===== config.mk =====
export PLATFORM = sky130hd
export DESIGN_NAME = circular_double_ended_queue
export DESIGN_NICKNAME = d
export VERILOG_FILES = /design/src/design/cdq_pkg.sv /design/src/design/circular_double_ended_queue.sv /design/src/design/cdq_cell.sv /design/src/design/cdq_ctrl.sv
export SDC_FILE = /design/constraint.sdc
export NUM_CORES = 1
export LEC_CHECK = 0
export BUFFER_PORTS_ARGS = -buffer_cell sky130_fd_sc_hd__buf_4
export CAP_MARGIN = 20
export CORE_UTILIZATION = 55
export DETAILED_ROUTE_END_ITERATION = 6
export GPL_TIMING_DRIVEN = 0
export HOLD_SLACK_MARGIN = 0.06
export PLACE_DENSITY = 0.72
export REMOVE_ABC_BUFFERS = 1
export SETUP_SLACK_MARGIN = 0.3
export SYNTH_ARGS = -nofsm -noshare
export SYNTH_HDL_FRONTEND = slang
export SYNTH_SLANG_ARGS = --single-unit

===== constraint.sdc =====
create_clock -name clk -period 20.9 [get_ports clk]
set_input_delay 1.045 -clock clk [delete_from_list [all_inputs] [get_ports clk]]
set_output_delay 1.045 -clock clk [all_outputs]
set_load 0.005 [all_outputs]

===== src/design/cdq_pkg.sv =====
// Shared types and constants for the circular double-ended queue.
`timescale 1ns / 1ps
`default_nettype none

package cdq_pkg;

  localparam int DEPTH_DEF = 16;
  localparam int DATA_W    = 32;

  typedef enum logic [1:0] {
    REQ_PUSH_FRONT = 2'd0,
    REQ_PUSH_REAR  = 2'd1,
    REQ_POP_FRONT  = 2'd2,
    REQ_POP_REAR   = 2'd3
  } req_type_t;

  typedef enum logic [1:0] {
    ST_OK    = 2'd0,
    ST_FULL  = 2'd1,
    ST_EMPTY = 2'd2
  } status_t;

  typedef enum logic [2:0] {
    CELL_HOLD,
    CELL_PUSH_FRONT,
    CELL_PUSH_REAR,
    CELL_POP_FRONT,
    CELL_POP_REAR,
    CELL_ROT_FWD,
    CELL_ROT_BWD
  } cell_op_t;

  typedef struct packed {
    cell_op_t                   op;
    logic signed [DATA_W-1:0]   value;
  } cell_cmd_t;

  typedef enum logic {
    FSM_IDLE,
    FSM_ROTATE
  } fsm_t;

endpackage

`default_nettype wire


===== src/design/circular_double_ended_queue.sv =====
// Top level of the double-ended queue: sequencer and a ring of storage cells.
//
//   channel   direction  handshake                 payload
//   request   in         start / busy              in_req_type, in_push_value
//   result    out        out_valid (1-cycle pulse) out_pop_value, out_status, out_occupancy
//
// A push, a refused request, or a pop from a side whose part of the ring holds
// entries never raises busy; the result appears the cycle after the transaction.
// A pop from an end whose part is empty rotates the ring one cell a cycle: with
// n entries held it holds busy through n shifts and then the pop, and its result
// is registered from that pop.
// Reset is synchronous and clears the counts; cell contents stay undefined and
// need no clearing pass. The receiver cannot stall: each result shows once.
`timescale 1ns / 1ps
`default_nettype none

module circular_double_ended_queue
  import cdq_pkg::*;
#(
  parameter int DEPTH = DEPTH_DEF,
  parameter int CNT_W = $clog2(DEPTH + 1)
) (
  input  wire logic                     clk,
  input  wire logic                     rst_n,
  input  wire logic                     start,
  output logic                          busy,
  input  wire logic [1:0]               in_req_type,
  input  wire logic signed [DATA_W-1:0] in_push_value,
  output logic                          out_valid,
  output logic signed [DATA_W-1:0]      out_pop_value,
  output logic [1:0]                    out_status,
  output logic [CNT_W-1:0]              out_occupancy
);

  cell_cmd_t                cmd;
  logic [CNT_W-1:0]         front_cnt, rear_cnt;
  logic signed [DATA_W-1:0] cell_data [DEPTH];

  cdq_ctrl #(
    .DEPTH (DEPTH),
    .CNT_W (CNT_W)
  ) u_ctrl (
    .clk           (clk),
    .rst_n         (rst_n),
    .start         (start),
    .busy          (busy),
    .in_req_type   (in_req_type),
    .in_push_value (in_push_value),
    .front_data    (cell_data[0]),
    .rear_data     (cell_data[DEPTH-1]),
    .cmd           (cmd),
    .front_cnt     (front_cnt),
    .rear_cnt      (rear_cnt),
    .out_valid     (out_valid),
    .out_pop_value (out_pop_value),
    .out_status    (out_status),
    .out_occupancy (out_occupancy)
  );

  for (genvar i = 0; i < DEPTH; i++) begin : g_cell
    cdq_cell #(
      .DEPTH (DEPTH),
      .CNT_W (CNT_W),
      .INDEX (i)
    ) u_cell (
      .clk        (clk),
      .cmd        (cmd),
      .front_cnt  (front_cnt),
      .rear_cnt   (rear_cnt),
      .left_data  (cell_data[(i + DEPTH - 1) % DEPTH]),
      .right_data (cell_data[(i + 1) % DEPTH]),
      .data       (cell_data[i])
    );
  end

endmodule

`default_nettype wire


===== src/design/cdq_cell.sv =====
// One storage cell of the ring: holds a word and moves it to or from its neighbours.
`timescale 1ns / 1ps
`default_nettype none

module cdq_cell
  import cdq_pkg::*;
#(
  parameter int DEPTH = DEPTH_DEF,
  parameter int CNT_W = $clog2(DEPTH + 1),
  parameter int INDEX = 0
) (
  input  wire logic                     clk,
  input  wire cell_cmd_t                cmd,
  input  wire logic [CNT_W-1:0]         front_cnt,
  input  wire logic [CNT_W-1:0]         rear_cnt,
  input  wire logic signed [DATA_W-1:0] left_data,
  input  wire logic signed [DATA_W-1:0] right_data,
  output logic signed [DATA_W-1:0]      data
);

  localparam logic [CNT_W:0] IDX   = (CNT_W + 1)'(INDEX);
  localparam logic [CNT_W:0] IDX1  = (CNT_W + 1)'(INDEX + 1);
  localparam logic [CNT_W:0] DEP   = (CNT_W + 1)'(DEPTH);
  localparam bit             FIRST = (INDEX == 0);
  localparam bit             LAST  = (INDEX == DEPTH - 1);

  logic signed [DATA_W-1:0] data_r, data_nxt;
  logic [CNT_W:0]           front_x, rear_x;

  assign front_x = {1'b0, front_cnt};
  assign rear_x  = {1'b0, rear_cnt};

  // The front part grows up from cell 0, the rear part down from the last cell.
  always_comb begin
    data_nxt = data_r;
    unique case (cmd.op)
      CELL_HOLD: ;
      CELL_PUSH_FRONT: begin
        if (FIRST) data_nxt = cmd.value;
        else if (IDX <= front_x) data_nxt = left_data;
      end
      CELL_PUSH_REAR: begin
        if (LAST) data_nxt = cmd.value;
        else if (IDX1 + rear_x >= DEP) data_nxt = right_data;
      end
      CELL_POP_FRONT: begin
        if (IDX1 < front_x) data_nxt = right_data;
      end
      CELL_POP_REAR: begin
        if (IDX + rear_x > DEP) data_nxt = left_data;
      end
      CELL_ROT_FWD: data_nxt = left_data;
      CELL_ROT_BWD: data_nxt = right_data;
      default: ;
    endcase
  end

  always_ff @(posedge clk) begin
    data_r <= data_nxt;
  end

  assign data = data_r;

endmodule

`default_nettype wire


===== src/design/cdq_ctrl.sv =====
// Request sequencer: part counts, ring rotation and the result register.
`timescale 1ns / 1ps
`default_nettype none

module cdq_ctrl
  import cdq_pkg::*;
#(
  parameter int DEPTH = DEPTH_DEF,
  parameter int CNT_W = $clog2(DEPTH + 1)
) (
  input  wire logic                     clk,
  input  wire logic                     rst_n,
  input  wire logic                     start,
  output logic                          busy,
  input  wire logic [1:0]               in_req_type,
  input  wire logic signed [DATA_W-1:0] in_push_value,
  input  wire logic signed [DATA_W-1:0] front_data,
  input  wire logic signed [DATA_W-1:0] rear_data,
  output cell_cmd_t                     cmd,
  output logic [CNT_W-1:0]              front_cnt,
  output logic [CNT_W-1:0]              rear_cnt,
  output logic                          out_valid,
  output logic signed [DATA_W-1:0]      out_pop_value,
  output logic [1:0]                    out_status,
  output logic [CNT_W-1:0]              out_occupancy
);

  localparam logic [CNT_W-1:0] FULL_CNT = CNT_W'(DEPTH);
  localparam logic [CNT_W-1:0] ONE      = CNT_W'(1);

  fsm_t                     state_r, state_nxt;
  logic [CNT_W-1:0]         front_cnt_r, front_cnt_nxt;
  logic [CNT_W-1:0]         rear_cnt_r, rear_cnt_nxt;
  logic [CNT_W-1:0]         rem_r, rem_nxt;
  logic                     pend_front_r, pend_front_nxt;
  logic [CNT_W-1:0]         count;
  logic                     accept;
  logic                     need_rot;

  logic                     out_valid_r, out_valid_nxt;
  logic signed [DATA_W-1:0] out_pop_value_r, out_pop_value_nxt;
  status_t                  out_status_r, out_status_nxt;
  logic [CNT_W-1:0]         out_occupancy_r, out_occupancy_nxt;

  assign count  = front_cnt_r + rear_cnt_r;
  assign accept = start && (state_r == FSM_IDLE);
  // A pop from a side whose part is empty: the whole queue sits on the other side.
  assign need_rot = (count != '0) &&
                    (((in_req_type == REQ_POP_FRONT) && (front_cnt_r == '0)) ||
                     ((in_req_type == REQ_POP_REAR) && (rear_cnt_r == '0)));

  always_comb begin
    state_nxt = state_r;
    unique case (state_r)
      FSM_IDLE:   if (accept && need_rot) state_nxt = FSM_ROTATE;
      FSM_ROTATE: if (rem_r == '0) state_nxt = FSM_IDLE;
      default:    state_nxt = FSM_IDLE;
    endcase
  end

  always_comb begin
    cmd.op            = CELL_HOLD;
    cmd.value         = in_push_value;
    front_cnt_nxt     = front_cnt_r;
    rear_cnt_nxt      = rear_cnt_r;
    rem_nxt           = rem_r;
    pend_front_nxt    = pend_front_r;
    out_valid_nxt     = 1'b0;
    out_pop_value_nxt = '0;
    out_status_nxt    = ST_OK;
    out_occupancy_nxt = count;
    unique case (state_r)
      FSM_IDLE: begin
        if (accept) begin
          unique case (req_type_t'(in_req_type))
            REQ_PUSH_FRONT: begin
              out_valid_nxt = 1'b1;
              if (count == FULL_CNT) begin
                out_status_nxt = ST_FULL;
              end else begin
                cmd.op            = CELL_PUSH_FRONT;
                front_cnt_nxt     = front_cnt_r + ONE;
                out_occupancy_nxt = count + ONE;
              end
            end
            REQ_PUSH_REAR: begin
              out_valid_nxt = 1'b1;
              if (count == FULL_CNT) begin
                out_status_nxt = ST_FULL;
              end else begin
                cmd.op            = CELL_PUSH_REAR;
                rear_cnt_nxt      = rear_cnt_r + ONE;
                out_occupancy_nxt = count + ONE;
              end
            end
            REQ_POP_FRONT: begin
              if (count == '0) begin
                out_valid_nxt  = 1'b1;
                out_status_nxt = ST_EMPTY;
              end else if (front_cnt_r != '0) begin
                out_valid_nxt     = 1'b1;
                cmd.op            = CELL_POP_FRONT;
                out_pop_value_nxt = front_data;
                front_cnt_nxt     = front_cnt_r - ONE;
                out_occupancy_nxt = count - ONE;
              end else begin
                // rotate the rear part round to cell 0
                rem_nxt        = rear_cnt_r;
                front_cnt_nxt  = count;
                rear_cnt_nxt   = '0;
                pend_front_nxt = 1'b1;
              end
            end
            REQ_POP_REAR: begin
              if (count == '0) begin
                out_valid_nxt  = 1'b1;
                out_status_nxt = ST_EMPTY;
              end else if (rear_cnt_r != '0) begin
                out_valid_nxt     = 1'b1;
                cmd.op            = CELL_POP_REAR;
                out_pop_value_nxt = rear_data;
                rear_cnt_nxt      = rear_cnt_r - ONE;
                out_occupancy_nxt = count - ONE;
              end else begin
                rem_nxt        = front_cnt_r;
                rear_cnt_nxt   = count;
                front_cnt_nxt  = '0;
                pend_front_nxt = 1'b0;
              end
            end
            default: ;
          endcase
        end
      end
      FSM_ROTATE: begin
        if (rem_r != '0) begin
          cmd.op  = pend_front_r ? CELL_ROT_FWD : CELL_ROT_BWD;
          rem_nxt = rem_r - ONE;
        end else begin
          out_valid_nxt     = 1'b1;
          out_occupancy_nxt = count - ONE;
          if (pend_front_r) begin
            cmd.op            = CELL_POP_FRONT;
            out_pop_value_nxt = front_data;
            front_cnt_nxt     = front_cnt_r - ONE;
          end else begin
            cmd.op            = CELL_POP_REAR;
            out_pop_value_nxt = rear_data;
            rear_cnt_nxt      = rear_cnt_r - ONE;
          end
        end
      end
      default: ;
    endcase
  end

  always_ff @(posedge clk) begin
    if (!rst_n) begin
      state_r      <= FSM_IDLE;
      front_cnt_r  <= '0;
      rear_cnt_r   <= '0;
      rem_r        <= '0;
      pend_front_r <= 1'b0;
      out_valid_r  <= 1'b0;
    end else begin
      state_r      <= state_nxt;
      front_cnt_r  <= front_cnt_nxt;
      rear_cnt_r   <= rear_cnt_nxt;
      rem_r        <= rem_nxt;
      pend_front_r <= pend_front_nxt;
      out_valid_r  <= out_valid_nxt;
    end
  end

  always_ff @(posedge clk) begin
    out_pop_value_r <= out_pop_value_nxt;
    out_status_r    <= out_status_nxt;
    out_occupancy_r <= out_occupancy_nxt;
  end

  assign busy          = (state_r != FSM_IDLE);
  assign front_cnt     = front_cnt_r;
  assign rear_cnt      = rear_cnt_r;
  assign out_valid     = out_valid_r;
  assign out_pop_value = out_pop_value_r;
  assign out_status    = out_status_r;
  assign out_occupancy = out_occupancy_r;

endmodule

`default_nettype wire


======== Yosys cells after proc, flatten, opt, wreduce, memory -nomap -nowiden ========
Cells that the tools add are included.
storage, ports and cells
  register bits after elaboration ......... 569
  bits of input ports ..................... 37
  output and inout bits ................... 41
  word-level logic and storage cells ...... 397
cells by class
  magnitude comparators ................... 62
  multiplexer cells ....................... 155
  reductions and logical operators ........ 40
  equality and inequality tests ........... 90
  bitwise gates (word level) .............. 2
  add/sub/neg operators ................... 23
operators by type and width
  kind                                                           number
  one-hot mux 32 bit (6 select lines)                            16
  two-way mux 32 bit                                             69
  two-way mux 5 bit                                              29
  one-hot mux 32 bit (2 select lines)                            2
  != test 2 x 1 -> 1 bit, second input constant                  63
  >= comparator 6 x 5 -> 1 bit, second input constant            15
  greater-than comparator 6 x 5 -> 1 bit, second input constant  15
  AND reduction 5 bit                                            14
  one-hot mux 5 bit (2 select lines)                             5
  adder 4 x 5 -> 6 bit, first input constant                     8
  one-hot mux 5 bit (3 select lines)                             3
  less-or-equal comparator 4 x 5 -> 1 bit, first input constant  8
  less-than comparator 4 x 5 -> 1 bit, first input constant      8
  adder 3 x 5 -> 6 bit, first input constant                     4
  != test 3 bit, second input constant                           7
  less-or-equal comparator 3 x 5 -> 1 bit, first input constant  4
  logical NOT 5 bit                                              4
  less-than comparator 3 x 5 -> 1 bit, first input constant      4
  nonzero test 5 bit                                             4
  subtractor 5 x 1 -> 5 bit, second input constant               4
  two-way mux 3 bit                                              6
  != test 2 bit, second input constant                           8
  AND reduction 8 bit                                            2
  adder 5 x 1 -> 5 bit, second input constant                    3
  other kinds (32)                                               67

======== Depth between registers and ports, before layout ========
  depth in word-level cells ............... 9
  depth in mapped cells ................... 15
  gate-level depth less buffers ........... 11

======== Cells and area by module ========
From an unflattened synthesis, not the netlist that was laid out.
unflattened totals
  cell total of the unflattened synthesis .. 1915
  area total of the unflattened synthesis .. 28134.5 um^2
by module, submodules not included
  module                        seq. area each (um^2)  instances  area an instance (um^2)  cells each
  cdq_ctrl                      1141.1                 1          4134.0                   499
  cdq_cell (g_cell[15].u_cell)  960.9                  1          1691.6                   153
  cdq_cell (g_cell[0].u_cell)   960.9                  1          1611.5                   116
  cdq_cell (g_cell[12].u_cell)  960.9                  1          1560.2                   79
  cdq_cell (g_cell[4].u_cell)   960.9                  1          1559.0                   79
  cdq_cell (g_cell[10].u_cell)  960.9                  1          1524.0                   87
  cdq_cell (g_cell[6].u_cell)   960.9                  1          1519.0                   89
  cdq_cell (g_cell[8].u_cell)   960.9                  1          1503.9                   85
  cdq_cell (g_cell[14].u_cell)  960.9                  1          1501.4                   89
  cdq_cell (g_cell[2].u_cell)   960.9                  1          1483.9                   88
  cdq_cell (g_cell[13].u_cell)  960.9                  1          1446.4                   80
  cdq_cell (g_cell[11].u_cell)  960.9                  1          1442.6                   78
  cdq_cell (g_cell[7].u_cell)   960.9                  1          1440.1                   80
  cdq_cell (g_cell[3].u_cell)   960.9                  1          1438.9                   79
  3 more rows                   --                     --         --                       --

======== Worst setup path before layout ========
Ideal clock, no wire load.
  kind .................................... register to register
  start ................................... register u_ctrl.front_cnt_r[1], in the netlist u_ctrl.front_cnt[1]
  end ..................................... register g_cell[12].u_cell.data_r[0] (enable)
  cell stages (with the launch flop) ...... 12
  period minus slack after synthesis ...... 8.524 ns
  data required time ...................... 20.306 ns
  arrival ................................. 7.930 ns
  path slack .............................. 12.376 ns
  buffers on the path ..................... 2
  library setup time ...................... 0.594 ns
  path through ............................ dfxtp_1 -> clkbuf_1 -> inv_1 -> fa_1 -> nand2b_1 -> a21oi_2 -> xor2_2 -> o21ai_1 -> a221oi_2 -> buf_2 -> o21ai_0 -> a2111oi_0
between the ends
  word-level cells in the longest chain between the ends .. 9
  elaborated cells between the ends (all ways) .. 26
  those cells by class .................... 1 x add/sub; 2 x order compare; 11 x eq/ne; 8 x mux; 4 x reduce/logical
RTL lines
  element                                                                        RTL line                         source
  from (decl)                                                                    cdq_ctrl.sv:32                   logic [CNT_W-1:0] front_cnt_r, front_cnt_nxt;
  from (signal assigned)                                                         cdq_ctrl.sv:167                  front_cnt_r <= front_cnt_nxt;
  adder 5 bit / nonzero test 5 bit (equally long branches)                       cdq_ctrl.sv:45, cdq_ctrl.sv:100
  == test 5 bit (tied with other cells)                                          cdq_ctrl.sv:78, cdq_ctrl.sv:88
  two-way mux 1 bit (tied with other cells)                                      cdq_ctrl.sv:78                   if (count == FULL_CNT) begin
  one-hot mux 3 bit (4 select lines)                                             cdq_ctrl.sv:75                   unique case (req_type_t'(in_req_type))
  two-way mux 3 bit                                                              cdq_ctrl.sv:74                   if (accept) begin
  one-hot mux 3 bit (2 select lines)                                             cdq_ctrl.sv:72                   unique case (state_r)
  == test 3 bit (tied with other cells)                                          cdq_cell.sv:36                   unique case (cmd.op)
  nonzero test 6 bit (no line) / != test 2 x 1 -> 1 bit (equally long branches)  --
  AND reduction 5 bit (no line) (*)                                              --
  to (signal assigned)                                                           cdq_cell.sv:59                   data_r <= data_nxt;
  to (decl)                                                                      cdq_cell.sv:27                   logic signed [DATA_W-1:0] data_r, data_nxt;
Every way passes the cells marked *; elsewhere a longest branch is shown, timed or not.
A chain may end at the register's enable or synchronous reset.

======== Worst setup path in the final report ========
  start ................................... register u_ctrl.front_cnt_r[1], in the netlist u_ctrl.front_cnt[1]
  end ..................................... register g_cell[12].u_cell.data_r[1] (enable)
The elaborated chain is that of the path after synthesis.

==> flow_metrics.py <==
metrics = {
    "logic_synthesis": {
        "yosysSeqAreaShare": 0.601,
        "synth.most_common_cell": "edfxtp_1",
        "post-synth-top-area-fraction": 0.559,
        "netlist_area_um2": 27500,
        "synth_cell_types": 69,
        "synthTopCellsByArea": "edfxtp_1 56%, mux2_2 11%, mux2_1 6.9%",
        "synth_edf_count": 512,
        "synth_largest_area_cell": "edfxtp_1",
        "synth.ff_latch_count": 569,
        "synth_area_per_cell_um2": 13.8,
        "synth_common_cells": "512 x edfxtp_1, 280 x mux2_2, 168 x mux2_1",
        "synth_cells": 1988,
        "yosysWarningCount": 0,
        "synth_top_flop_cell": "edfxtp_1",
        "async_reset_ff_frac": 0,
    },
    "placed_design": {
        "dp_cells": 2667,
        "post-dp-hpwl_mm": 46.1,
        "portBuffers": 77,
        "gp_congestion": 0.876,
    },
    "pwr": {
        "powerDensity_nw_per_um2": 118,
        "peakVddDrop_uv": 78.4,
        "p_total_w": 0.00375,
        "p_leak_nw": 10.9,
    },
    "detailed_routing": {
        "drt_iter0_markers": 1771,
        "via_per_inst": 6.38,
        "totalWireLength_mm": 70.7,
        "antenna_left": 0,
        "post_drt_wl_per_cell_um": 25.4,
        "num_vias": 17700,
        "drcViolationCount": 0,
        "first_pass_iters": 6,
    },
    "sta": {
        "fmax_mhz": 155,
        "timing.final.crit_period_ns": 6.45,
        "slew_violations": 0,
        "hold_violations": 0,
        "fin_worst_skew_ns": 0.0346,
        "rsz0062_at_grt": "false",
        "relSlewSlack": 0.283,
        "period_share": 0.309,
        "setup_viol": 0,
        "tightest_slew_ns": 1.07,
    },
    "floorplan": {
        "die_w_um": 226,
        "fp.dieArea_um2": 50900,
        "io_pins": 78,
        "core_area_um2": 49200,
        "die_y_um": 226,
        "initial_core_util": 0.559,
        "fp-row-count": 81,
    },
    "layout": {
        "area_growth_pct": 15.3,
        "drive_gt1_frac": 0.270,
        "utilization": 0.645,
        "fin_cells": 2782,
        "nets": 2131,
    },
    "worst_hold_path": {
        "hold_path.startpoint": "u_ctrl.rem_r[2]$_SDFFE_PN0P_",
        "hp-class": "flip-flop to flip-flop",
    },
    "setup_path": {
        "critPathKind": "flip-flop to flip-flop",
        "critPathLaunch": "u_ctrl.front_cnt[1]$_SDFFE_PN0P_",
        "cp.arrival_ns": 6.78,
        "endpoint_kind": "flip-flop",
        "crit_path_start_kind": "flip-flop",
        "crit_required_ns": 21.23,
        "cp_max_fo": 21,
        "r2r-start": "u_ctrl.front_cnt[1]$_SDFFE_PN0P_",
    },
    "clock_network": {
        "cts_buffers": 58,
        "cts_hold_buf": 0,
        "cts_resized": 0,
        "htreeDepth": 2,
        "post_cts_buffers": 0,
        "clockRootBuffer": "clkbuf_16",
        "cts_sinks": 569,
        "clock_latency_ns": 0.64,
        "cts.clk_slew.worst_paths_ns": 0.06,
        "cts_buffer_depth": 3,
        "tritoncts": "done",
    },
    "run_status": {
        "status": "complete, no violations",
    },
    "grt": {
        "grtUsageTotal": 0.280,
        "grt_pass1_vias": 17600,
        "grt_max_degree": 53,
        "grt_pass1_wl_mm": 107,
        "overflow": 0,
        "antenna_found_initial": 1,
    },
    "flow_run": {
        "max-cap-violations": 0,
    },
}
where the power goes:
part | internal, W | total [W] | switching (W)
clock network | 0.000569 | 0.00101 | 0.000441
registers | 0.00155 | 0.00168 | 0.000135
logic | 0.000439 | 0.00106 | 0.000617
total | 0.00256 | 0.00375 | 0.00119
cell usage in the layout, fill, tap and decap left out, drive strengths merged, types with 9 or more instances in the layout:
| master | count |
|---|---|
| nand3 | 19 |
| buf | 158 |
| edfxtp | 512 |
| clkinv | 29 |
| and3 | 39 |
| a21oi | 123 |
| o22ai | 76 |
| ha | 27 |
| clkbuf | 80 |
| mux2i | 70 |
| a22oi | 43 |
| nand2 | 119 |
| o21ai | 43 |
| mux2 | 448 |
| dfxtp | 57 |
| inv | 17 |
| xnor2 | 9 |
| nor3 | 23 |
| nor2 | 98 |
| o211ai | 9 |
per-stage QoR:
stage	cell area, um^2	worst slack (ns)	hold slack (ns)	setup TNS, ns
floorplan	26700	2.56	0.467	0
global placement	28100	-2.97	0.486	-1221.85
detailed placement	29800	14.57	0.502	0
CTS	31600	14.56	0.517	0
global route	31700	14.30	0.547	0
finish	31700	14.45	0.513	0
state kept, by name (all words and copies together), names as in the netlist:
register and count:
g_cell.u_cell.data 512, u_ctrl.busy 1, u_ctrl.front_cnt 5, u_ctrl.out_occupancy 5, u_ctrl.out_pop_value 32, u_ctrl.out_status 2
u_ctrl.out_valid 1, u_ctrl.pend_front_r 1, u_ctrl.rear_cnt 5, u_ctrl.rem_r 5
final timing paths:
check                                                           end  slack, ns  cells past startpoint
worst max-delay path            g_cell[12].u_cell.data[1]$_DFFE_PP_      14.45                     15
worst min-delay path                   u_ctrl.rem_r[2]$_SDFFE_PN0P_       0.51                      2
worst max register to register  g_cell[12].u_cell.data[1]$_DFFE_PP_      14.45                     15
worst min register to register         u_ctrl.rem_r[2]$_SDFFE_PN0P_       0.51                      2
worst max-delay path, cell delays in order, from the launching register on:
cell and delay (ns):
dfxtp_1 0.64, inv_1 0.29, fa_1 0.55, nand2b_1 0.19
a21oi_2 0.22, xnor2_1 0.23, a21oi_4 0.86, a21oi_4 0.44
buf_12 0.31, nand2_2 0.53, o21ai_0 0.27, a2111oi_2 0.71
buf_4 0.29, buf_2 0.21, buf_4 0.20, buf_4 0.19
kinds of logic after synthesis:
kind of cell    count (synthesis)  share of synthesized area
flops                         569                      0.601
xor+xnor                       17                    0.00624
compound gates                368                     0.0858
mux                           518                      0.209
fa+ha+maj                      28                     0.0130
simple gates                  329                     0.0538
buf+inv                       159                     0.0314
routing by layer:
| layer | wire length [um] | global-route usage | up-vias |
|---|---|---|---|
| met5 | 0 | 0 | - |
| met4 | 1690 | 0.0819 | 0 |
| met3 | 6190 | 0.0520 | 145 |
| met2 | 33600 | 0.451 | 877 |
| met1 | 29300 | 0.387 | 8867 |
| li1 | - | - | 7854 |
final cells by class:
type                    count  area (um^2)
repair buffers            158         2090
clock buffers              80         1630
diodes                      2         5.00
inverters                  19         71.3
multi-input cells        1260        10300
flip-flops and latches    569        16500
clock inverters            30          234
well taps                 664          831
fillers                  3567        17400
(Power assumes the default switching activity.)
